--- config.mk ---
export PLATFORM = sky130hd
export DESIGN_NAME = peak_envelope_line_decimator
export DESIGN_NICKNAME = d
export VERILOG_FILES = /design/src/pel_pkg.sv /design/src/pel_front.sv /design/src/pel_div.sv /design/src/pel_back.sv /design/src/peak_envelope_line_decimator.sv
export SDC_FILE = /design/constraint.sdc
export NUM_CORES = 1
export LEC_CHECK = 0
export ABC_AREA = 1
export BUFFER_PORTS_ARGS = -buffer_cell sky130_fd_sc_hd__buf_2
export CAP_MARGIN = 20
export CORE_MARGIN = 10
export CORE_UTILIZATION = 45
export DETAILED_ROUTE_END_ITERATION = 10
export MAX_ROUTING_LAYER = met4
export PLACE_DENSITY = 0.59
export SLEW_MARGIN = 40
export SYNTH_ARGS = -nofsm -noshare
export SYNTH_HDL_FRONTEND = slang
export SYNTH_SLANG_ARGS = --single-unit
--- constraint.sdc ---
create_clock -name i_clk -period 9.2 [get_ports i_clk]
set_clock_uncertainty 0.2 [all_clocks]
set_input_delay 0.92 -clock i_clk [delete_from_list [all_inputs] [get_ports i_clk]]
set_output_delay 0.92 -clock i_clk [all_outputs]
set_load 0.02 [all_outputs]
--- src/pel_pkg.sv ---
`timescale 1ns / 1ps
// pel_pkg: shared constants, types and codes of the peak envelope line decimator.
// No dependencies; imported by every module under src.
package pel_pkg;

    localparam int DEF_MAX_SAMPLES = 1048576;
    localparam int DEF_SAMPLE_BITS = 16;
    localparam int LINE_STRIDE     = 3;
    localparam int RUN_CAP         = 64;
    localparam int RUN_CNT_BITS    = 7;
    localparam int QUEUE_DEPTH     = 4;

    localparam int NS_BITS         = 21;
    localparam int LINE_BITS       = 12;
    localparam int HH_BITS         = 11;
    localparam int COORD_BITS      = 12;
    localparam int X_BITS          = 14;
    localparam int Y_BITS          = 13;
    localparam int CFG_DATA_BITS   = 21;
    localparam int CFG_INDEX_BITS  = 3;

    typedef enum logic [CFG_INDEX_BITS-1:0] {
        CFG_NUM_SAMPLES = 3'd0,
        CFG_NUM_LINES   = 3'd1,
        CFG_HALF_HEIGHT = 3'd2,
        CFG_CENTER_Y    = 3'd3,
        CFG_X_ORIGIN    = 3'd4
    } t_cfg_index;

    typedef enum logic [1:0] {
        BK_IDLE,
        BK_MUL,
        BK_RUN
    } t_back_state;

    typedef struct packed {
        logic busy;
        logic done;
    } t_div_status;

    typedef struct packed {
        logic [LINE_BITS-1:0]  num_lines;
        logic [HH_BITS-1:0]    half_height;
        logic [COORD_BITS-1:0] center_y;
        logic [COORD_BITS-1:0] x_origin;
    } t_draw_cfg;

endpackage

--- src/pel_front.sv ---
`timescale 1ns / 1ps
// pel_front: input word acceptance, sample magnitude, short queue to the back end.
// Depends on pel_pkg.
module pel_front #(
    parameter int SAMPLE_BITS = pel_pkg::DEF_SAMPLE_BITS
) (
    input  logic                          i_clk,
    input  logic                          i_rst_n,
    input  logic                          i_hold,
    input  logic                          i_in_valid,
    input  logic signed [SAMPLE_BITS-1:0] i_sample,
    output logic                          o_in_stall,
    output logic                          o_mag_valid,
    output logic [SAMPLE_BITS-1:0]        o_mag,
    input  logic                          i_pop
);
    import pel_pkg::*;

    localparam int QB = (QUEUE_DEPTH > 1) ? $clog2(QUEUE_DEPTH) : 1;

    logic [SAMPLE_BITS-1:0] r_q [QUEUE_DEPTH];
    logic [QB-1:0]          r_wr, r_rd;
    logic [QB:0]            r_cnt;
    logic [SAMPLE_BITS-1:0] raw, mag;
    logic                   push, full;

    assign raw  = i_sample;
    // two's complement magnitude; the most negative code maps to 2^(SAMPLE_BITS-1)
    assign mag  = raw[SAMPLE_BITS-1] ? SAMPLE_BITS'(~raw + 1'b1) : raw;
    assign full = (r_cnt == (QB+1)'(QUEUE_DEPTH));
    assign o_in_stall  = i_hold || full;
    assign push        = i_in_valid && !o_in_stall;
    assign o_mag_valid = (r_cnt != '0);
    assign o_mag       = r_q[r_rd];

    always_ff @(posedge i_clk) begin
        if (push) begin
            r_q[r_wr] <= mag;
        end
    end

    always_ff @(posedge i_clk) begin
        if (!i_rst_n) begin
            r_wr  <= '0;
            r_rd  <= '0;
            r_cnt <= '0;
        end else begin
            if (push) begin
                r_wr <= (r_wr == QB'(QUEUE_DEPTH - 1)) ? '0 : r_wr + 1'b1;
            end
            if (i_pop) begin
                r_rd <= (r_rd == QB'(QUEUE_DEPTH - 1)) ? '0 : r_rd + 1'b1;
            end
            r_cnt <= r_cnt + (QB+1)'(push) - (QB+1)'(i_pop);
        end
    end

endmodule

--- src/pel_div.sv ---
`timescale 1ns / 1ps
// pel_div: restoring divider, one quotient bit per cycle, for samples / lines.
// Depends on pel_pkg.
module pel_div #(
    parameter int NB = 21
) (
    input  logic                           i_clk,
    input  logic                           i_rst_n,
    input  logic                           i_start,
    input  logic [NB-1:0]                  i_dividend,
    input  logic [pel_pkg::LINE_BITS-1:0]  i_divisor,
    output logic [NB-1:0]                  o_quo,
    output logic [pel_pkg::LINE_BITS-1:0]  o_rem,
    output pel_pkg::t_div_status           o_status
);
    import pel_pkg::*;

    localparam int CB = $clog2(NB + 1);

    logic [NB-1:0]        r_quo;
    logic [LINE_BITS-1:0] r_rem, r_div;
    logic [CB-1:0]        r_cnt;
    logic                 r_busy, r_done;
    logic [LINE_BITS:0]   shifted, diff;
    logic                 qbit;

    assign shifted = {r_rem, r_quo[NB-1]};
    assign qbit    = (shifted >= {1'b0, r_div});
    assign diff    = shifted - {1'b0, r_div};

    always_ff @(posedge i_clk) begin
        if (i_start) begin
            r_quo <= i_dividend;
            r_rem <= '0;
            r_div <= i_divisor;
        end else if (r_busy) begin
            r_quo <= NB'({r_quo, qbit});
            r_rem <= qbit ? diff[LINE_BITS-1:0] : shifted[LINE_BITS-1:0];
        end
    end

    always_ff @(posedge i_clk) begin
        if (!i_rst_n) begin
            r_busy <= 1'b0;
            r_done <= 1'b0;
            r_cnt  <= '0;
        end else begin
            r_done <= r_busy && (r_cnt == CB'(1));
            if (i_start) begin
                r_busy <= 1'b1;
                r_cnt  <= CB'(NB);
            end else if (r_busy) begin
                r_cnt  <= r_cnt - 1'b1;
                r_busy <= (r_cnt != CB'(1));
            end
        end
    end

    assign o_quo         = r_quo;
    assign o_rem         = r_rem;
    assign o_status.busy = r_busy;
    assign o_status.done = r_done;

endmodule

--- src/pel_back.sv ---
`timescale 1ns / 1ps
// pel_back: bucket tracking, line run sequencing and the output word register.
// Depends on pel_pkg; takes magnitudes from pel_front and the quotient from pel_div.
module pel_back #(
    parameter int SAMPLE_BITS = pel_pkg::DEF_SAMPLE_BITS,
    parameter int NB          = 21
) (
    input  logic                           i_clk,
    input  logic                           i_rst_n,
    input  logic                           i_restart,
    input  pel_pkg::t_draw_cfg             i_cfg,
    input  logic [NB-1:0]                  i_eff_n,
    input  logic [NB-1:0]                  i_quo,
    input  logic [pel_pkg::LINE_BITS-1:0]  i_rem,
    input  logic                           i_mag_valid,
    input  logic [SAMPLE_BITS-1:0]         i_mag,
    output logic                           o_pop,
    output logic                           o_out_valid,
    input  logic                           i_out_stall,
    output logic [pel_pkg::LINE_BITS-1:0]  o_line_index,
    output logic [pel_pkg::X_BITS-1:0]     o_line_x,
    output logic [SAMPLE_BITS-1:0]         o_peak,
    output logic signed [pel_pkg::Y_BITS-1:0] o_y_top,
    output logic [pel_pkg::Y_BITS-1:0]     o_y_bottom,
    output logic                           o_last_of_run,
    output logic                           o_frame_done
);
    import pel_pkg::*;

    localparam int PB = SAMPLE_BITS + HH_BITS;

    t_back_state r_state, n_state;

    logic [NB-1:0]           r_count, n_count, r_pos, n_pos;
    logic [LINE_BITS-1:0]    r_line, n_line, r_pend_idx, n_pend_idx;
    logic [SAMPLE_BITS-1:0]  r_peak, n_peak;
    logic [HH_BITS-1:0]      r_half, n_half;
    logic [NB:0]             r_start, n_start, r_end, n_end;
    logic [LINE_BITS-1:0]    r_brem, n_brem;
    logic                    r_carry, n_carry;
    logic [RUN_CNT_BITS-1:0] r_emit_cnt, n_emit_cnt;
    logic                    r_hit_last, n_hit_last, r_closed, n_closed;
    logic                    r_have_pend, n_have_pend;

    logic                    r_out_valid, n_out_valid;
    logic [LINE_BITS-1:0]    r_o_idx, n_o_idx;
    logic [X_BITS-1:0]       r_o_x, n_o_x;
    logic [SAMPLE_BITS-1:0]  r_o_peak, n_o_peak;
    logic [Y_BITS-1:0]       r_o_top, n_o_top, r_o_bot, n_o_bot;
    logic                    r_o_last, n_o_last, r_o_done, n_o_done;

    logic                    run_hit, emit_now, out_free, step_go, run_end;
    logic                    push_mid, push_last, do_restart;
    logic [PB-1:0]           product;
    logic [LINE_BITS:0]      sum, sum2;
    logic [LINE_BITS-1:0]    adv_rem;
    logic                    adv_carry;
    logic [NB:0]             adv_start, adv_end, end0;

    assign run_hit   = (r_line < i_cfg.num_lines) && (r_end <= {1'b0, r_pos});
    assign emit_now  = (r_emit_cnt < RUN_CNT_BITS'(RUN_CAP));
    assign out_free  = !r_out_valid || !i_out_stall;
    assign step_go   = (r_state == BK_RUN) && run_hit
                       && (!(emit_now && r_have_pend) || out_free);
    assign run_end   = (r_state == BK_RUN) && !run_hit && (!r_have_pend || out_free);
    assign push_mid  = step_go && emit_now && r_have_pend;
    assign push_last = run_end && r_have_pend;
    assign o_pop     = (r_state == BK_IDLE) && i_mag_valid && !i_restart;
    assign do_restart = i_restart || (run_end && (r_pos >= i_eff_n));

    assign product = PB'(r_peak) * PB'(i_cfg.half_height);

    // bucket bounds: start += q + carry, remainder wraps at num_lines
    assign sum       = {1'b0, r_brem} + {1'b0, i_rem};
    assign adv_rem   = r_carry ? LINE_BITS'(sum - {1'b0, i_cfg.num_lines})
                               : sum[LINE_BITS-1:0];
    assign sum2      = {1'b0, adv_rem} + {1'b0, i_rem};
    assign adv_carry = (sum2 >= {1'b0, i_cfg.num_lines});
    assign adv_start = r_start + {1'b0, i_quo} + (NB+1)'(r_carry);
    assign adv_end   = adv_start + ((i_quo == '0) ? (NB+1)'(1)
                                                  : {1'b0, i_quo} + (NB+1)'(adv_carry));
    assign end0      = (i_quo == '0) ? (NB+1)'(1) : {1'b0, i_quo};

    always_comb begin
        n_state = r_state;
        unique case (r_state)
            BK_IDLE: begin
                if (o_pop) n_state = BK_MUL;
            end
            BK_MUL: begin
                n_state = BK_RUN;
            end
            BK_RUN: begin
                if (run_end) n_state = BK_IDLE;
            end
            default: begin
                n_state = BK_IDLE;
            end
        endcase
    end

    always_comb begin
        n_count     = r_count;
        n_pos       = r_pos;
        n_line      = r_line;
        n_pend_idx  = r_pend_idx;
        n_peak      = r_peak;
        n_half      = r_half;
        n_start     = r_start;
        n_end       = r_end;
        n_brem      = r_brem;
        n_carry     = r_carry;
        n_emit_cnt  = r_emit_cnt;
        n_hit_last  = r_hit_last;
        n_closed    = r_closed;
        n_have_pend = r_have_pend;

        unique case (r_state)
            BK_IDLE: begin
                if (o_pop) begin
                    n_peak = (i_mag > r_peak) ? i_mag : r_peak;
                    n_pos  = r_count + 1'b1;
                end
            end
            BK_MUL: begin
                n_half      = product[SAMPLE_BITS-1 +: HH_BITS];
                n_emit_cnt  = '0;
                n_hit_last  = 1'b0;
                n_closed    = 1'b0;
                n_have_pend = 1'b0;
            end
            BK_RUN: begin
                if (step_go) begin
                    if (emit_now) begin
                        n_pend_idx  = r_line;
                        n_have_pend = 1'b1;
                        n_emit_cnt  = r_emit_cnt + 1'b1;
                    end
                    if (r_line == i_cfg.num_lines - 1'b1) n_hit_last = 1'b1;
                    n_closed = 1'b1;
                    n_line   = r_line + 1'b1;
                    n_start  = adv_start;
                    n_brem   = adv_rem;
                    n_carry  = adv_carry;
                    n_end    = adv_end;
                end
                if (run_end) begin
                    n_have_pend = 1'b0;
                    if (r_closed) n_peak = '0;
                    n_count = r_pos;
                end
            end
            default: begin
            end
        endcase

        if (do_restart) begin
            n_count = '0;
            n_line  = '0;
            n_peak  = '0;
            n_start = '0;
            n_brem  = '0;
            n_carry = 1'b0;
            n_end   = end0;
        end
    end

    always_comb begin
        n_out_valid = r_out_valid;
        n_o_idx     = r_o_idx;
        n_o_x       = r_o_x;
        n_o_peak    = r_o_peak;
        n_o_top     = r_o_top;
        n_o_bot     = r_o_bot;
        n_o_last    = r_o_last;
        n_o_done    = r_o_done;
        if (push_mid || push_last) begin
            n_out_valid = 1'b1;
            n_o_idx     = r_pend_idx;
            n_o_x       = X_BITS'(i_cfg.x_origin) + X_BITS'(LINE_STRIDE * r_pend_idx);
            n_o_peak    = r_peak;
            n_o_top     = Y_BITS'(i_cfg.center_y) - Y_BITS'(r_half);
            n_o_bot     = Y_BITS'(i_cfg.center_y) + Y_BITS'(r_half);
            n_o_last    = push_last;
            n_o_done    = push_last && r_hit_last;
        end else if (!i_out_stall) begin
            n_out_valid = 1'b0;
        end
    end

    always_ff @(posedge i_clk) begin
        if (!i_rst_n) begin
            r_state     <= BK_IDLE;
            r_count     <= '0;
            r_pos       <= '0;
            r_line      <= '0;
            r_peak      <= '0;
            r_start     <= '0;
            r_end       <= (NB+1)'(1);
            r_brem      <= '0;
            r_carry     <= 1'b0;
            r_emit_cnt  <= '0;
            r_hit_last  <= 1'b0;
            r_closed    <= 1'b0;
            r_have_pend <= 1'b0;
            r_out_valid <= 1'b0;
        end else begin
            r_state     <= n_state;
            r_count     <= n_count;
            r_pos       <= n_pos;
            r_line      <= n_line;
            r_peak      <= n_peak;
            r_start     <= n_start;
            r_end       <= n_end;
            r_brem      <= n_brem;
            r_carry     <= n_carry;
            r_emit_cnt  <= n_emit_cnt;
            r_hit_last  <= n_hit_last;
            r_closed    <= n_closed;
            r_have_pend <= n_have_pend;
            r_out_valid <= n_out_valid;
        end
    end

    always_ff @(posedge i_clk) begin
        r_half     <= n_half;
        r_pend_idx <= n_pend_idx;
        r_o_idx    <= n_o_idx;
        r_o_x      <= n_o_x;
        r_o_peak   <= n_o_peak;
        r_o_top    <= n_o_top;
        r_o_bot    <= n_o_bot;
        r_o_last   <= n_o_last;
        r_o_done   <= n_o_done;
    end

    assign o_out_valid   = r_out_valid;
    assign o_line_index  = r_o_idx;
    assign o_line_x      = r_o_x;
    assign o_peak        = r_o_peak;
    assign o_y_top       = r_o_top;
    assign o_y_bottom    = r_o_bot;
    assign o_last_of_run = r_o_last;
    assign o_frame_done  = r_o_done;

endmodule

--- src/peak_envelope_line_decimator.sv ---
`timescale 1ns / 1ps
// Peak envelope line decimator: samples in, one vertical line word per closed bucket out
// (at most 64 per sample, the rest skipped); a sample is queued, popped, scaled and run.
// A sample holds the back end while it closes its lines (emitted or skipped); the 4-word
// queue lets the input run ahead meanwhile.
// Reset (synchronous, active low) and each write to a defined register start a frame over;
// input then stalls while the bucket quotient is divided out bit by bit.
module peak_envelope_line_decimator #(
    parameter int MAX_SAMPLES = pel_pkg::DEF_MAX_SAMPLES,
    parameter int SAMPLE_BITS = pel_pkg::DEF_SAMPLE_BITS
) (
    input  logic                                   i_clk,
    input  logic                                   i_rst_n,
    input  logic                                   i_cfg_we,
    input  logic [pel_pkg::CFG_INDEX_BITS-1:0]     i_cfg_index,
    input  logic [pel_pkg::CFG_DATA_BITS-1:0]      i_cfg_data,
    input  logic                                   i_in_valid,
    output logic                                   o_in_stall,
    input  logic signed [SAMPLE_BITS-1:0]          i_sample,
    output logic                                   o_out_valid,
    input  logic                                   i_out_stall,
    output logic [pel_pkg::LINE_BITS-1:0]          o_line_index,
    output logic [pel_pkg::X_BITS-1:0]             o_line_x,
    output logic [SAMPLE_BITS-1:0]                 o_peak,
    output logic signed [pel_pkg::Y_BITS-1:0]      o_y_top,
    output logic [pel_pkg::Y_BITS-1:0]             o_y_bottom,
    output logic                                   o_last_of_run,
    output logic                                   o_frame_done
);
    import pel_pkg::*;

    localparam int NB = $clog2(MAX_SAMPLES + 1);
    localparam int CW = (NB > NS_BITS) ? NB : NS_BITS;

    logic [NS_BITS-1:0]    r_num_samples;
    logic [LINE_BITS-1:0]  r_num_lines;
    logic [HH_BITS-1:0]    r_half_height;
    logic [COORD_BITS-1:0] r_center_y;
    logic [COORD_BITS-1:0] r_x_origin;
    logic                  r_kick;
    logic                  cfg_known;

    logic [CW-1:0]         ns_w;
    logic [NB-1:0]         eff_n, quo;
    logic [LINE_BITS-1:0]  rem;
    t_div_status           div_status;
    t_draw_cfg             draw_cfg;
    logic                  mag_valid, pop;
    logic [SAMPLE_BITS-1:0] mag;

    always_comb begin
        unique case (t_cfg_index'(i_cfg_index))
            CFG_NUM_SAMPLES, CFG_NUM_LINES, CFG_HALF_HEIGHT,
            CFG_CENTER_Y, CFG_X_ORIGIN: cfg_known = 1'b1;
            default:                    cfg_known = 1'b0;
        endcase
    end

    always_ff @(posedge i_clk) begin
        if (!i_rst_n) begin
            r_num_samples <= NS_BITS'(1);
            r_num_lines   <= '0;
            r_half_height <= '0;
            r_center_y    <= '0;
            r_x_origin    <= '0;
            r_kick        <= 1'b1;
        end else begin
            r_kick <= i_cfg_we && cfg_known;
            if (i_cfg_we) begin
                unique case (t_cfg_index'(i_cfg_index))
                    CFG_NUM_SAMPLES: r_num_samples <= i_cfg_data[NS_BITS-1:0];
                    CFG_NUM_LINES:   r_num_lines   <= i_cfg_data[LINE_BITS-1:0];
                    CFG_HALF_HEIGHT: r_half_height <= i_cfg_data[HH_BITS-1:0];
                    CFG_CENTER_Y:    r_center_y    <= i_cfg_data[COORD_BITS-1:0];
                    CFG_X_ORIGIN:    r_x_origin    <= i_cfg_data[COORD_BITS-1:0];
                    default: begin
                    end
                endcase
            end
        end
    end

    assign ns_w  = CW'(r_num_samples);
    assign eff_n = (r_num_samples == '0)        ? NB'(1) :
                   (ns_w > CW'(MAX_SAMPLES))    ? NB'(MAX_SAMPLES) : NB'(ns_w);

    assign draw_cfg.num_lines   = r_num_lines;
    assign draw_cfg.half_height = r_half_height;
    assign draw_cfg.center_y    = r_center_y;
    assign draw_cfg.x_origin    = r_x_origin;

    pel_div #(
        .NB (NB)
    ) u_div (
        .i_clk      (i_clk),
        .i_rst_n    (i_rst_n),
        .i_start    (r_kick),
        .i_dividend (eff_n),
        .i_divisor  (r_num_lines),
        .o_quo      (quo),
        .o_rem      (rem),
        .o_status   (div_status)
    );

    pel_front #(
        .SAMPLE_BITS (SAMPLE_BITS)
    ) u_front (
        .i_clk       (i_clk),
        .i_rst_n     (i_rst_n),
        .i_hold      (r_kick || div_status.busy),
        .i_in_valid  (i_in_valid),
        .i_sample    (i_sample),
        .o_in_stall  (o_in_stall),
        .o_mag_valid (mag_valid),
        .o_mag       (mag),
        .i_pop       (pop)
    );

    pel_back #(
        .SAMPLE_BITS (SAMPLE_BITS),
        .NB          (NB)
    ) u_back (
        .i_clk         (i_clk),
        .i_rst_n       (i_rst_n),
        .i_restart     (div_status.done),
        .i_cfg         (draw_cfg),
        .i_eff_n       (eff_n),
        .i_quo         (quo),
        .i_rem         (rem),
        .i_mag_valid   (mag_valid),
        .i_mag         (mag),
        .o_pop         (pop),
        .o_out_valid   (o_out_valid),
        .i_out_stall   (i_out_stall),
        .o_line_index  (o_line_index),
        .o_line_x      (o_line_x),
        .o_peak        (o_peak),
        .o_y_top       (o_y_top),
        .o_y_bottom    (o_y_bottom),
        .o_last_of_run (o_last_of_run),
        .o_frame_done  (o_frame_done)
    );

    a_cfg_holds_input: assert property (@(posedge i_clk) disable iff (!i_rst_n)
        (i_cfg_we && cfg_known) |=> o_in_stall)
        else $error("input not held after a register write");

    a_kick_starts_div: assert property (@(posedge i_clk) disable iff (!i_rst_n)
        r_kick |=> div_status.busy)
        else $error("quotient not recomputed after a register write");

    a_done_is_last: assert property (@(posedge i_clk) disable iff (!i_rst_n)
        (o_out_valid && o_frame_done) |-> o_last_of_run)
        else $error("frame end flagged on a word that does not end its run");

    a_peak_range: assert property (@(posedge i_clk) disable iff (!i_rst_n)
        o_out_valid |-> (o_peak <= {1'b1, {(SAMPLE_BITS-1){1'b0}}}))
        else $error("peak above full scale");

endmodule

==> results of run 1 <==
[area by class of cell]
type / count / area share
Multi-Input combinational cell: 2844 / 0.528
Sequential cell: 426 / 0.300
Inverter: 586 / 0.0633
Clock buffer: 66 / 0.0414
Tap cell: 940 / 0.0338
Timing Repair Buffer: 135 / 0.0210
Clock inverter: 28 / 0.0121
[timing repair]
action	in CTS	in global routing
buffers inserted	0	1
hold endpoints to repair	0	0
resized for setup	0	4
endpoints found under the setup margin	0	2
[power breakdown]
part / internal [uW] / switching [uW] / leakage, uW
registers: 2200 / 284 / 0.00375
clock network: 1350 / 878 / 0.000918
logic: 937 / 1710 / 0.0119
[per-stage QoR]
stage	instances	worst slack, ns	total power (uW)	hold WS, ns	instance area (um^2)
floorplan	3991	2.02	4450	0.224	31500
CTS	5024	0.768	7400	0.275	34700
global route	5025	-0.00222	7910	0.292	34800
detailed placement	4930	0.870	5150	0.252	32900
global placement	4930	1.04	5130	0.248	32800
finish	5025	0.887	7350	0.275	34800
[critical path: cells and delay by family (launching register included)]
kind / cells / cell delay (ns)
buffers and inverters: 3 / 0.19
AND/OR/NAND/NOR: 25 / 3.06
XOR/XNOR: 5 / 0.85
AO/OA/AOI/OAI: 4 / 1.10
adder cells (fa/ha/maj): 8 / 2.46
flip-flops: 1 / 0.35
[logic make-up (layout without fill, tap and decap cells)]
group | count (synthesis) | count (layout) | synth area share
buf+inv | 721 | 815 | 0.0890
compound gates | 667 | 667 | 0.120
simple gates | 1575 | 1575 | 0.208
fa+ha+maj | 430 | 430 | 0.205
xor+xnor | 171 | 171 | 0.0475
mux | 1 | 1 | 0.000317
flops | 426 | 426 | 0.330
[metal layers]
layer | global-route usage | routed length [um]
met5 | - | 0
met4 | 0.0433 | 1540
met3 | 0.0311 | 4630
met2 | 0.335 | 38600
met1 | 0.295 | 41300
[how the worst min path moves through the flow]
stage | from | endpoint | slack, ns | depth (start not counted)
6_report | r_num_lines[6] | u_div.r_div[6] | 0.27 | 0
5_1_grt | u_back.r_closed | u_back.r_closed | 0.29 | 1
4_1_cts | u_back.r_brem[7] | u_back.r_brem[7] | 0.28 | 2
3_5_place_dp | r_num_lines[6] | u_div.r_div[6] | 0.25 | 0
3_3_place_gp | r_num_lines[6] | u_div.r_div[6] | 0.25 | 0
2_1_floorplan | r_num_lines[7] | u_div.r_div[7] | 0.22 | 0
[placed cells by master (no fill, tap or decap), types with 8 or more instances in the layout]
cell type,count
o22ai_1,17
nand3b_1,13
o21a_1,10
nand3_1,170
ha_1,283
bufinv_16,8
xnor2_1,52
a21o_1,10
nor3_1,33
o21ai_0,244
a21oi_1,267
nor4_1,12
o21ai_1,8
nand2_1,880
o21bai_1,15
o211ai_1,8
fa_1,145
nor2_1,359
xor2_1,119
dfxtp_1,233
a31oi_1,10
a21oi_2,59
clkbuf_16,54
edfxtp_1,189
buf_4,19
inv_1,575
buf_2,115
nand4_1,73
or2_2,10
[sequential cells by signal, indices dropped and copies added, names as in the netlist, 13 cells and up, named ones only]
| name | count |
|---|---|
| u_front.r_q | 64 |
| u_back.o_y_bottom | 13 |
| u_div.o_quo | 21 |
| u_back.r_end | 22 |
| u_back.r_start | 22 |
| u_back.o_peak | 16 |
| u_back.o_line_x | 14 |
| u_back.r_pos | 21 |
| u_back.r_peak | 16 |
| ns_w | 21 |
| u_back.r_count | 21 |
==> results.cfg, run 1 <==
[floorplanning]
start_util = 0.452
num_rows = 97
dieArea_um2 = 81100
fp.dieW_um = 285
core_area_um2 = 69800
die_h_um = 285
ios = 117

[clock_network]
cts_buffers = 50
ctsHtreeMaxLevel = 2
cts.path.max_buffers = 3
clk_pin_slew_ns = 0.06
cts_hold_buf = 0
cts_tree = built
cts_root_buffer = clkbuf_16
clock_latency_ns = 0.63
cts_sinks = 426

[setup_path]
cp.required_ns = 9.52
start_kind = flip-flop
critPathLaunch = u_div.o_rem[0]
slowest_delay_ns = 0.46
crit_path_max_fanout = 5
endpoint = u_back.r_end[19]
arrival_ns = 8.64
rrSetupSlack_ns = 0.89
r2r_start = u_div.o_rem[0]
crit_top_cell = nor2_1
worstSetupPathType = flip-flop to flip-flop
reg2reg_depth = 45
critPathSlowestCell = o21ai_0
r2r-end = u_back.r_end[19]
cp-end-kind = flip-flop

[sta]
finalMaxSlewViolations = 0
tightest_slew_ns = 0.856
layout_min_cycle_time_ns = 8.31
setup-violations-final = 0
hold_violations = 0
slew_headroom = 0.429
finalSetupTns_ns = 0
min_period_over_period = 0.904
fmax_ghz = 0.120

[logic_synthesis]
synth_edf_count = 189
syn-mean-instance-area_um2 = 7.90
synth_top_area_frac = 0.180
synth_warnings = 0
yosys.area.top_type = edfxtp_1
yosysMostFrequentCell = nand2_1
synth-main-ff-cell = dfxtp_1
async_reset_ff_frac = 0
synth_area_um2 = 31500
synthDistinctLibCells = 55
yosys-top-cells-count = nand2_1 (880), inv_1 (581), nor2_1 (363)
synth-seq-area-share = 0.330
synthTopCellsByArea = edfxtp_1 (18%), dfxtp_1 (15%), ha_1 (11%)
synthesis.nets = 4466
synth-seq-cells = 426
netlist_instances = 3991

[worst_hold_path]
hp-class = flip-flop to flip-flop

[final_layout]
regArea_um2 = 10400
final_util = 0.498
drive_gt1_frac = 0.0796
nNetsFinal = 4518
syn_to_final_growth_pct = 10.2
multi_input_area_um2 = 18400
num_antenna_cells = 0
n_fill_cell = 6797

[power]
p_leak_uw = 0.0165
powerDensity_nw_per_um2 = 211
peakVddDrop_v = 0.000152

[global_route]
gr-total-overflow = 0
grt_max_degree = 70
grt_usage = 0.215
grt_pass1_wl_mm = 138
antenna_found_initial = 1
grt_pass1_vias = 25200

[drt]
postRouteAntennaNets = 0
first_pass_iters = 5
wl_per_cell_um = 17.1
via_per_inst = 5.18
drt_iter0_markers = 2059
wl_mm = 86.0
drc = 0
num_vias = 26000

[placement]
globalplace.congestion = 0.968
dp.final_hpwl_mm = 64.7
portBuffers = 116

[run_status]
status = complete, no violations

[job]
drv.max_cap_violation_count = 0
Note: power is estimated with default switching activity, not from simulation.
==> run 2: changes to the inputs <==
--- a/config.mk
+++ b/config.mk
@@ -5,14 +5,13 @@
 export SDC_FILE = /design/constraint.sdc
 export NUM_CORES = 1
 export LEC_CHECK = 0
-export ABC_AREA = 1
 export BUFFER_PORTS_ARGS = -buffer_cell sky130_fd_sc_hd__buf_2
 export CAP_MARGIN = 20
 export CORE_MARGIN = 10
-export CORE_UTILIZATION = 45
+export CORE_UTILIZATION = 60
 export DETAILED_ROUTE_END_ITERATION = 10
 export MAX_ROUTING_LAYER = met4
-export PLACE_DENSITY = 0.59
+export PLACE_DENSITY = 0.76
 export SLEW_MARGIN = 40
 export SYNTH_ARGS = -nofsm -noshare
 export SYNTH_HDL_FRONTEND = slang
==> results.cfg, run 2 <==
[drt]
first_pass_iters = 6
drc = 0
via_per_inst = 5.95
drt_iter0_markers = 1886
num_vias = 22800
wl_mm = 72.9
wl_per_cell_um = 19.0
postRouteAntennaNets = 0

[sta]
layout_min_cycle_time_ns = 8.64
layout_setup_ws_ns = 0.563
hold_ws_ns = 0.269
fmax_ghz = 0.116
tightest_slew_ns = 0.867
hold_violations = 0
min_period_over_period = 0.939
finalMaxSlewViolations = 0
setup-violations-final = 0
slew_headroom = 0.422
finalSetupTns_ns = 0

[clock_network]
cts_root_buffer = clkbuf_16
clk_pin_slew_ns = 0.06
cts_buffers = 46
cts.path.max_buffers = 3
clock_latency_ns = 0.60
ctsHtreeMaxLevel = 2
cts_sinks = 426
cts_tree = built

[floorplanning]
ios = 117
fp.dieW_um = 241
dieArea_um2 = 58200
num_rows = 80
die_h_um = 241
core_area_um2 = 48000
start_util = 0.611

[setup_path]
worstSetupPathType = flip-flop to flip-flop
reg2reg_depth = 40
start_kind = flip-flop
slowest_delay_ns = 0.42
critPathSlowestCell = fa_1
crit_top_cell = ha_1
arrival_ns = 8.92
cp-end-kind = flip-flop
cp.required_ns = 9.49
crit_path_max_fanout = 6

[run_status]
status = complete, no violations

[final_layout]
reg_top3 = u_front.r_q: 64 flops, u_back.r_end: 22 flops, u_back.r_start: 22 flops
nNetsFinal = 3651
syn_to_final_growth_pct = 9.90
regArea_um2 = 10400
multi_input_area_um2 = 17500
mostFrequentLayoutCell = nand2_1
final_cell_mix = nand2_1 (385), inv_1 (290), ha_1 (284), nor2_1 (265), dfxtp_1 (236)
largest_register_ffs = 64
largest-register = u_front.r_q
n_fill_cell = 3752
drive_gt1_frac = 0.0943

[global_route]
grt_pass1_vias = 22800
antenna_found_initial = 1
grt_max_degree = 102
gr-total-overflow = 0
grt_usage = 0.257
grt_pass1_wl_mm = 117

[power]
p_comb_frac = 0.307
peakVddDrop_v = 0.000139
switchingPower_uw = 2290
finalPower_uw = 6540
pwr-share-clk = 0.312
seq_power_share = 0.380
powerDensity_nw_per_um2 = 203
internal_power_uw = 4250
p_leak_uw = 0.0137
switching_share = 0.350

[worst_hold_path]
hp-class = flip-flop to flip-flop
holdPathStages = 2

[logic_synthesis]
yosys.area.top_type = edfxtp_1
synth_area_um2 = 29400
synth_warnings = 0
synth-seq-area-share = 0.355
yosys-top-cells-count = nand2_1 (385), inv_1 (291), ha_1 (285)
synth_edf_count = 189
synth-seq-cells = 426
synthDistinctLibCells = 82
synth_top_area_frac = 0.193
synthTopCellsByArea = edfxtp_1 (19%), dfxtp_1 (16%), ha_1 (12%)
synth-main-ff-cell = dfxtp_1
yosysMostFrequentCell = nand2_1
async_reset_ff_frac = 0
synthesis.nets = 3585
netlist_instances = 3110
syn-mean-instance-area_um2 = 9.44

[placement]
dp_slack_ns = 0.208
portBuffers = 116
dp.final_hpwl_mm = 53.1
globalplace.congestion = 0.936

[job]
drv.max_cap_violation_count = 0
run 2: cell count changes after synthesis, moves of 54 or more:
cell / before / now
nand2_1: 880 / 385
inv_1: 581 / 291
o21ai_0: 244 / 100
nand3_1: 170 / 54
nor2_1: 363 / 265
and2_1: 1 / 77
xnor2_1: 52 / 125
mux2i_1: 1 / 60
a21oi_2: 59 / 1
xor2_1: 119 / 63
a21oi_1: 267 / 213
run 2: final cells by class:
class	count	area share
Tap cell	615	0.0239
Multi-Input combinational cell	2270	0.542
Clock inverter	26	0.0118
Inverter	292	0.0340
Timing Repair Buffer	140	0.0239
Clock buffer	60	0.0407
Sequential cell	426	0.323
Antenna cell	2	0.000155
run 2: logic make-up (layout without fill, tap and decap cells):
logic type / Yosys count / count (layout) / synth area share
adders and majority gates: 430 / 430 / 0.220
other: 0 / 2 / 0
xor gates and xnor gates: 188 / 188 / 0.0561
and+or+nand+nor: 1006 / 1006 / 0.157
DFF: 426 / 426 / 0.355
muxes: 86 / 86 / 0.0366
buffers and inverters: 414 / 518 / 0.0540
AOI/OAI and AO/OA: 560 / 560 / 0.121
run 2: what timing repair did:
item	4_1_cts	5_1_grt
gates resized for setup	0	19
buffers inserted	0	1
endpoints found under the setup margin	0	9
hold buffers	0	0
endpoints found under the hold margin	0	0
run 2: power groups by stage:
stage / Sequential, uW / Combinational (uW) / Clock, uW
detailed placement: 2520 / 1970 / 0
finish: 2480 / 2010 / 2040
global placement: 2510 / 1880 / 0
floorplan: 2330 / 1580 / 0
CTS: 2480 / 1990 / 2070
global route: 2510 / 2250 / 2140
run 2: metal layers:
metal	track usage	wire [um]
met1	0.326	31600
met4	0.0714	1700
met2	0.420	34700
met3	0.0409	4970
met5	-	0
run 2: through the flow:
| step | utilization | cell area, um^2 | std cells |
|---|---|---|---|
| final | 0.671 | 32300 | 3831 |
| after global routing | 0.671 | 32300 | 3829 |
| after CTS | 0.669 | 32100 | 3827 |
| after detailed placement | 0.634 | 30400 | 3741 |
| after global placement | 0.633 | 30400 | 3741 |
| after floorplan | - | 29400 | 3110 |
run 2: worst paths after layout:
kind | from | slack [ns] | to
setup / recovery | u_div.o_rem[0] | 0.56 | u_back.r_end[20]
hold / removal | r_x_origin[0] | 0.27 | r_x_origin[0]
setup reg to reg | u_div.o_rem[0] | 0.56 | u_back.r_end[20]
hold reg to reg | r_x_origin[0] | 0.27 | r_x_origin[0]
run 2: worst max-delay path: cells and delay by family, from the launching register on:
| family | cells | cell delay, ns |
|---|---|---|
| simple gates | 11 | 1.56 |
| compound gates | 15 | 2.98 |
| fa+ha+maj | 8 | 2.46 |
| flops | 1 | 0.36 |
| mux | 1 | 0.29 |
| xor+xnor | 5 | 0.62 |
